--- config.mk ---
export PLATFORM = sky130hd
export DESIGN_NAME = wmme_div
export DESIGN_NICKNAME = d
export VERILOG_FILES = /design/src/design/wmme_pkg.sv /design/src/design/wmme_div.sv
export SDC_FILE = /design/constraint.sdc
export NUM_CORES = 1
export LEC_CHECK = 0
export ABC_AREA = 1
export BUFFER_PORTS_ARGS = -buffer_cell sky130_fd_sc_hd__buf_2
export CAP_MARGIN = 20
export CORE_MARGIN = 10
export CORE_UTILIZATION = 39
export CTS_CLUSTER_DIAMETER = 60
export DETAILED_ROUTE_END_ITERATION = 6
export GPL_ROUTABILITY_DRIVEN = 0
export MAX_ROUTING_LAYER = met4
export REMOVE_ABC_BUFFERS = 1
export SLEW_MARGIN = 20
export SYNTH_ARGS = -nofsm -noshare
export SYNTH_HDL_FRONTEND = slang
export SYNTH_SLANG_ARGS = --single-unit
--- constraint.sdc ---
create_clock -name clk -period 2 [get_ports clk]
set_input_delay 0.2 -clock clk [delete_from_list [all_inputs] [get_ports clk]]
set_output_delay 0.2 -clock clk [all_outputs]
set_load 0.02 [all_outputs]
--- src/design/wmme_pkg.sv ---
package wmme_pkg;

  localparam int SAMPLE_BITS  = 16;
  localparam int MAX_CHANNELS = 8;
  localparam int MAX_BUCKETS  = 64;

  localparam int CH_W   = $clog2(MAX_CHANNELS);
  localparam int CC_W   = 4;
  localparam int BC_W   = 7;
  localparam int BI_W   = 6;
  localparam int PEAK_W = SAMPLE_BITS + 1;
  localparam int OPK_W  = 16;

  localparam int IN_TDATA_W  = ((SAMPLE_BITS + 7) / 8) * 8;
  localparam int OUT_FLD_W   = BI_W + 2 * SAMPLE_BITS + OPK_W;
  localparam int OUT_TDATA_W = ((OUT_FLD_W + 7) / 8) * 8;
  localparam int OUT_TUSER_W = 2;

  localparam int TUSER_EMPTY    = 0;
  localparam int TUSER_OVERFLOW = 1;

  localparam int CFG_IDX_W  = 2;
  localparam int CFG_DATA_W = 7;
  localparam logic [CFG_IDX_W-1:0] CFG_CHANNEL_COUNT = 2'd0;
  localparam logic [CFG_IDX_W-1:0] CFG_BUCKET_COUNT  = 2'd1;

  localparam logic [CC_W-1:0] CHANNEL_COUNT_RST = 4'd2;
  localparam logic [BC_W-1:0] BUCKET_COUNT_RST  = 7'd64;

  typedef enum logic [2:0] {
    ST_LOAD,
    ST_FRAMES,
    ST_STEP,
    ST_BSTART,
    ST_SCAN,
    ST_DRAIN,
    ST_EMIT,
    ST_EMPTY
  } state_t;

  // Magnitude of a signed sample; the most negative code needs the extra bit.
  function automatic logic [PEAK_W-1:0] mag(input logic [SAMPLE_BITS-1:0] v);
    logic [PEAK_W-1:0] e;
    e = {v[SAMPLE_BITS-1], v};
    return v[SAMPLE_BITS-1] ? (~e + PEAK_W'(1)) : e;
  endfunction

  function automatic logic [CC_W-1:0] eff_channels(input logic [CC_W-1:0] cc);
    if (cc == '0) begin
      return CC_W'(1);
    end else if (cc > CC_W'(MAX_CHANNELS)) begin
      return CC_W'(MAX_CHANNELS);
    end
    return cc;
  endfunction

endpackage

--- src/design/wmme_div.sv ---
module wmme_div #(
  parameter int NW = 13,
  parameter int DW = 7
) (
  input  logic          clk,
  input  logic          rst,
  input  logic          start,
  input  logic [NW-1:0] dividend,
  input  logic [DW-1:0] divisor,
  output logic          busy,
  output logic [NW-1:0] quotient,
  output logic [DW-1:0] remainder
);
  import wmme_pkg::*;

  localparam int CNT_W = $clog2(NW + 1);

  logic [NW-1:0]    quo;
  logic [DW-1:0]    rem;
  logic [DW-1:0]    dvs;
  logic [CNT_W-1:0] cnt;
  logic [DW:0]      rem_sh;
  logic [DW:0]      rem_diff;
  logic             take;

  // Restoring division, one quotient bit per cycle.
  always_comb begin
    rem_sh   = {rem, quo[NW-1]};
    take     = rem_sh >= {1'b0, dvs};
    rem_diff = rem_sh - {1'b0, dvs};
  end

  always_ff @(posedge clk) begin
    if (rst) begin
      busy <= 1'b0;
      cnt  <= '0;
    end else if (start) begin
      busy <= 1'b1;
      cnt  <= CNT_W'(NW);
    end else if (busy) begin
      cnt <= cnt - CNT_W'(1);
      if (cnt == CNT_W'(1)) begin
        busy <= 1'b0;
      end
    end
  end

  always_ff @(posedge clk) begin
    if (start) begin
      quo <= dividend;
      rem <= '0;
      dvs <= divisor;
    end else if (busy) begin
      quo <= {quo[NW-2:0], take};
      rem <= take ? rem_diff[DW-1:0] : rem_sh[DW-1:0];
    end
  end

  assign quotient  = quo;
  assign remainder = rem;

endmodule

# ---- Word level (Yosys, flattened, before mapping)
# Index checks and enable logic that the tools add are counted.
dict set report totals {
  ff_bits 32
  word_cells 20
  input_bits 23
  output_inout_bits 21
}
dict set report classes {
  magnitude_cmp 1
  add_sub_neg 2
  mux 8
  eq_ne 1
  reduce_logical 2
}
# cell n
set op_table {}
lappend op_table {{two-way mux 13 bit} 2}
lappend op_table {{>= comparator 8 x 7 -> 1 bit} 1}
lappend op_table {{two-way mux 4 bit} 2}
lappend op_table {{two-way mux 7 bit} 1}
lappend op_table {{subtractor 7 bit} 1}
lappend op_table {{== test 4 x 1 -> 1 bit (second input constant)} 1}
lappend op_table {{subtractor 4 x 1 -> 4 bit (second input constant)} 1}
lappend op_table {{two-way mux 1 bit} 3}
lappend op_table {{nonzero test 2 bit} 1}
lappend op_table {{OR reduction 2 bit} 1}

# ---- Logic depth before layout (Yosys ltp)
dict set report depth {
  word_depth 4
  mapped_depth 12
  ltp_nobuf 12
}

# ---- Worst setup path before layout
# No wires, ideal clock.
dict set report synth_timing {
  path_type {reg2reg}
  start {reg quo[12], in the netlist quotient[12]}
  end {reg rem[0], in the netlist remainder[0]}
  n_path_buf 0
  slack_ps 146
  synth_period_minus_slack_ps 1854
  arrival_time_ps 1780
  stages_incl_launch_ff 13
  setup_ps 74
  path_cell_list {edfxtp_1 > inv_1 > ha_1 > fa_1 > inv_1 > nand2_1 > nand2_1 > nand2_1 > nand2_1 > nand2_1 > nand3_1 > nand3_1 > o21ai_1}
}
dict set report synth_between {
  elab_chain_len 2
}
# element line_no
set synth_rtl {}
lappend synth_rtl {{from (decl)} wmme_div.sv:18} ;# logic [NW-1:0] quo;
lappend synth_rtl {{from (signal assigned)} wmme_div.sv:50} ;# quo <= dividend;
lappend synth_rtl {{from (signal assigned)} wmme_div.sv:54} ;# quo <= {quo[NW-2:0], take};
lappend synth_rtl {{subtractor 7 bit / >= comparator 8 x 7 -> 1 bit (equally long branches)} {wmme_div.sv:30, wmme_div.sv:29}}
lappend synth_rtl {{two-way mux 7 bit (*)} wmme_div.sv:55} ;# rem <= take ? rem_diff[DW-1:0] : rem_sh[DW-1:0];
lappend synth_rtl {{to (signal assigned)} wmme_div.sv:55}
lappend synth_rtl {{to (decl)} wmme_div.sv:19} ;# logic [DW-1:0] rem;
# Every way passes the cells marked *; elsewhere a longest branch is shown, timed or not.
# A chain may end at the register's enable or synchronous reset.

# ---- Final worst setup path
dict set report layout_timing {
  start {reg quo[12], in the netlist quotient[12]}
  end {reg quo[0], in the netlist quotient[0] (data pin)}
}
dict set report layout_between {
  elab_chain_len 3
}
# element line_no
set layout_rtl {}
lappend layout_rtl {{>= comparator 8 x 7 -> 1 bit} wmme_div.sv:29} ;# take = rem_sh >= {1'b0, dvs};
lappend layout_rtl {{two-way mux 13 bit} wmme_div.sv:53} ;# end else if (busy) begin
lappend layout_rtl {{two-way mux 13 bit} wmme_div.sv:49} ;# if (start) begin
# Every way passes these cells. The select of a mux whose other input is x is not followed.

==> flow_metrics.py <==
metrics = {
    "worst_hold_path": {
        "hold_class": "in -> reg",
    },
    "placement": {
        "hpwlAfterDp_um": 3000,
        "dpl_cell_area_mm2": 0.00201,
        "portBuffers": 43,
    },
    "final_layout": {
        "antennaDiodeCount": 0,
        "nFillCells": 441,
        "fin_util_pct": 48.5,
        "area_delta_synth_final_pct": 21.9,
        "fin_nets": 293,
        "drive_above_1_share_pct": 23.4,
        "fin_area_mm2": 0.00210,
    },
    "setup_path": {
        "crit_chain": "inv_1 -> ha_1 -> fa_2 -> inv_1 -> nand2_1 -> nand2_1 -> nand2_1 -> nand2_1 -> nand2_2 -> a31oi_1",
        "crit_slowest_cell": "fa_2",
        "critical_path_class": "reg -> reg",
        "cp-end-kind": "flop",
        "critPathRequiredTime_ns": 2.12,
        "crit_family": "adder cells",
        "cp_num_buf_inv": 2,
        "worstPathMaxFanout": 8,
        "arrival_ns": 1.88,
        "crit_top_cell": "nand2_1",
        "rrSetupSlack_ns": 0.24,
        "cp_slowest_stage_delay_ns": 0.35,
        "cp-start-kind": "flop",
    },
    "sta": {
        "max_freq_mhz": 569,
        "hold_violations": 0,
        "min_period_ns": 1.76,
        "maxSlewHeadroom_pct": 79.7,
        "skew_ns": 0.00422,
        "setup_viol": 0,
        "rsz0062_at_grt": "false",
        "fin_crit_sh_pct": 87.8,
        "setup_tns_ns": 0,
        "final_max_slew_viol_count": 0,
        "tightest_slew_ns": 0.304,
    },
    "logic_synthesis": {
        "synth_top_family_by_area": "simple AND/OR/NAND/NOR gates",
        "synth.area.mux_share_pct": 0,
        "synth_cells": 210,
        "synth-simple-area-share_pct": 29.8,
        "synth_seq_area_share_pct": 48.9,
        "synth_area_per_cell_um2": 8.19,
        "ys_seq_elements": 32,
        "yosysWarnings": 0,
        "synth_area_mm2": 0.00172,
        "synthAdderAreaFrac_pct": 7.71,
        "ys_types": 25,
        "synth-compound-area-share_pct": 4.66,
        "synthXorXnorAreaFrac_pct": 1.53,
    },
    "clock_tree": {
        "ctsResizeCount": 0,
        "cts_setup_buffers": 0,
        "cts_tree": "built",
        "path_clk_slew_ns": 0.06,
        "root_buffer": "clkbuf_8",
        "cts_made_buffers": 5,
        "postCtsHoldBufs": 0,
        "cts_buffer_depth": 2,
        "clock-sinks": 32,
        "h-tree-depth": 2,
        "clk_latency_ns": 0.28,
    },
    "flow_run": {
        "maxCapViolations": 0,
    },
    "power": {
        "leakagePower_nw": 1.09,
        "peakVddDrop_mv": 0.559,
        "power_density_mw_per_mm2": 768,
    },
    "floorplanning": {
        "dieHeight_um": 86.4,
        "num_rows": 24,
        "die_w_um": 86.4,
        "start_util_pct": 39.8,
        "dieArea_mm2": 0.00746,
        "core-area_mm2": 0.00432,
        "ioPinCount": 44,
    },
    "drt": {
        "first_pass_iters": 4,
        "ant_nets": 0,
        "avgRoutedWirePerCell_um": 12.0,
        "vias_per_cell": 4.58,
        "drt_iter0_drc": 87,
        "vias": 1432,
        "drc": 0,
        "wirelength_um": 3750,
    },
    "global_route": {
        "grt_max_degree": 19,
        "grt.total_usage_pct": 10.6,
        "gr-total-overflow": 0,
        "antenna_found_initial": 0,
        "grt_pass1_wl_um": 6270,
        "grt_pass1_vias": 1436,
    },
    "status": {
        "status": "complete, no violations",
    },
}
## through the flow
| stage | setup WS (ns) | hold WS, ns | total power [mW] | cells |
|---|---|---|---|---|
| finish | 0.243 | 0.0915 | 1.61 | 313 |
| global placement | 0.142 | 0.378 | 1.16 | 305 |
| detailed placement | 0.123 | 0.379 | 1.16 | 305 |
| CTS | 0.112 | 0.0839 | 1.63 | 313 |
| floorplan | 0.146 | 0.269 | 1.04 | 207 |
| global route | 0.0595 | 0.0812 | 1.71 | 313 |
## layout make-up
cell class                 count  area, um^2  area share, %
clock buffer                   7        76.3           3.64
clock inverter                 1        3.75          0.179
inverter                      31         116           5.55
multi-input combinational    144         756           36.1
sequential                    32         841           40.1
tap                           52        65.1           3.10
timing repair buffer          46         238           11.3
## logic make-up (layout without fill, tap and decap cells)
group	Yosys count	count (layout)
simple gates	119	119
buf+inv	34	85
flops	32	32
compound gates	12	12
fa+ha+maj	10	10
xor+xnor	3	3
## cell usage after synthesis
cell type / number / area [um^2]
a21oi_1: 2 / 10.0
nand4_1: 2 / 12.5
fa_1: 1 / 20.0
or2_0: 1 / 6.26
nor2_1: 9 / 33.8
a21oi_4: 1 / 16.3
a311oi_1: 1 / 8.76
edfxtp_1: 20 / 601
o21ai_1: 3 / 15.0
dfxtp_1: 12 / 240
ha_1: 9 / 113
nand3_4: 1 / 17.5
or2_1: 1 / 6.26
nand2_1: 82 / 308
a31oi_1: 2 / 12.5
xnor2_1: 1 / 8.76
nand3b_1: 4 / 30.0
clkbuf_1: 3 / 11.3
nor2_2: 2 / 12.5
nand3_1: 17 / 85.1
inv_2: 4 / 15.0
xor2_1: 2 / 17.5
o211ai_1: 1 / 7.51
inv_1: 27 / 101
o21ai_0: 2 / 10.0
## final timing paths
kind,start,end,depth (start not counted)
setup / recovery,quotient[12],quotient[0],10
setup reg to reg,quotient[12],quotient[0],10
hold reg to reg,remainder[4],remainder[4],2
hold / removal,divisor[5],dvs[5],1
## flip-flops by register name, summed over array words and instances, names as in the netlist
name	count
quotient	13
dvs	7
remainder	7
cnt	4
busy	1
## worst reg2reg max path, cell delays in order, from the launching register on
cell and delay (ns):
edfxtp_1 0.34, inv_1 0.06, ha_1 0.22, fa_2 0.35, inv_1 0.07, nand2_1 0.05
nand2_1 0.07, nand2_1 0.07, nand2_1 0.07, nand2_2 0.11, a31oi_1 0.18
## metal layers
layer | vias up | wire length, um | global-route usage [%]
li1 | 770 | - | -
met1 | 627 | 1900 | 12.8
met2 | 29 | 1630 | 15.8
met3 | 6 | 166 | 3.75
met4 | 0 | 52 | 3.98
met5 | - | 0 | -
## power by group
group	total (mW)	switching [mW]	leakage [nW]	internal, mW
clock	0.464	0.222	0.0399	0.242
sequential	0.801	0.0340	0.300	0.767
combinational	0.346	0.217	0.755	0.129
total	1.61	0.473	1.09	1.14
## layout by cell type, fill, tap and decap left out, types with 3 or more instances in the layout
cell | synthesis | routed
nand2_1 | 82 | 81
buf_2 | 0 | 43
inv_1 | 27 | 27
edfxtp_1 | 20 | 20
nand3_1 | 17 | 17
dfxtp_1 | 12 | 12
nor2_1 | 9 | 9
ha_1 | 9 | 9
clkbuf_8 | 0 | 5
inv_2 | 4 | 4
nand3b_1 | 4 | 4
o21ai_1 | 3 | 3
buf_4 | 0 | 3
(Power assumes the default switching activity.)
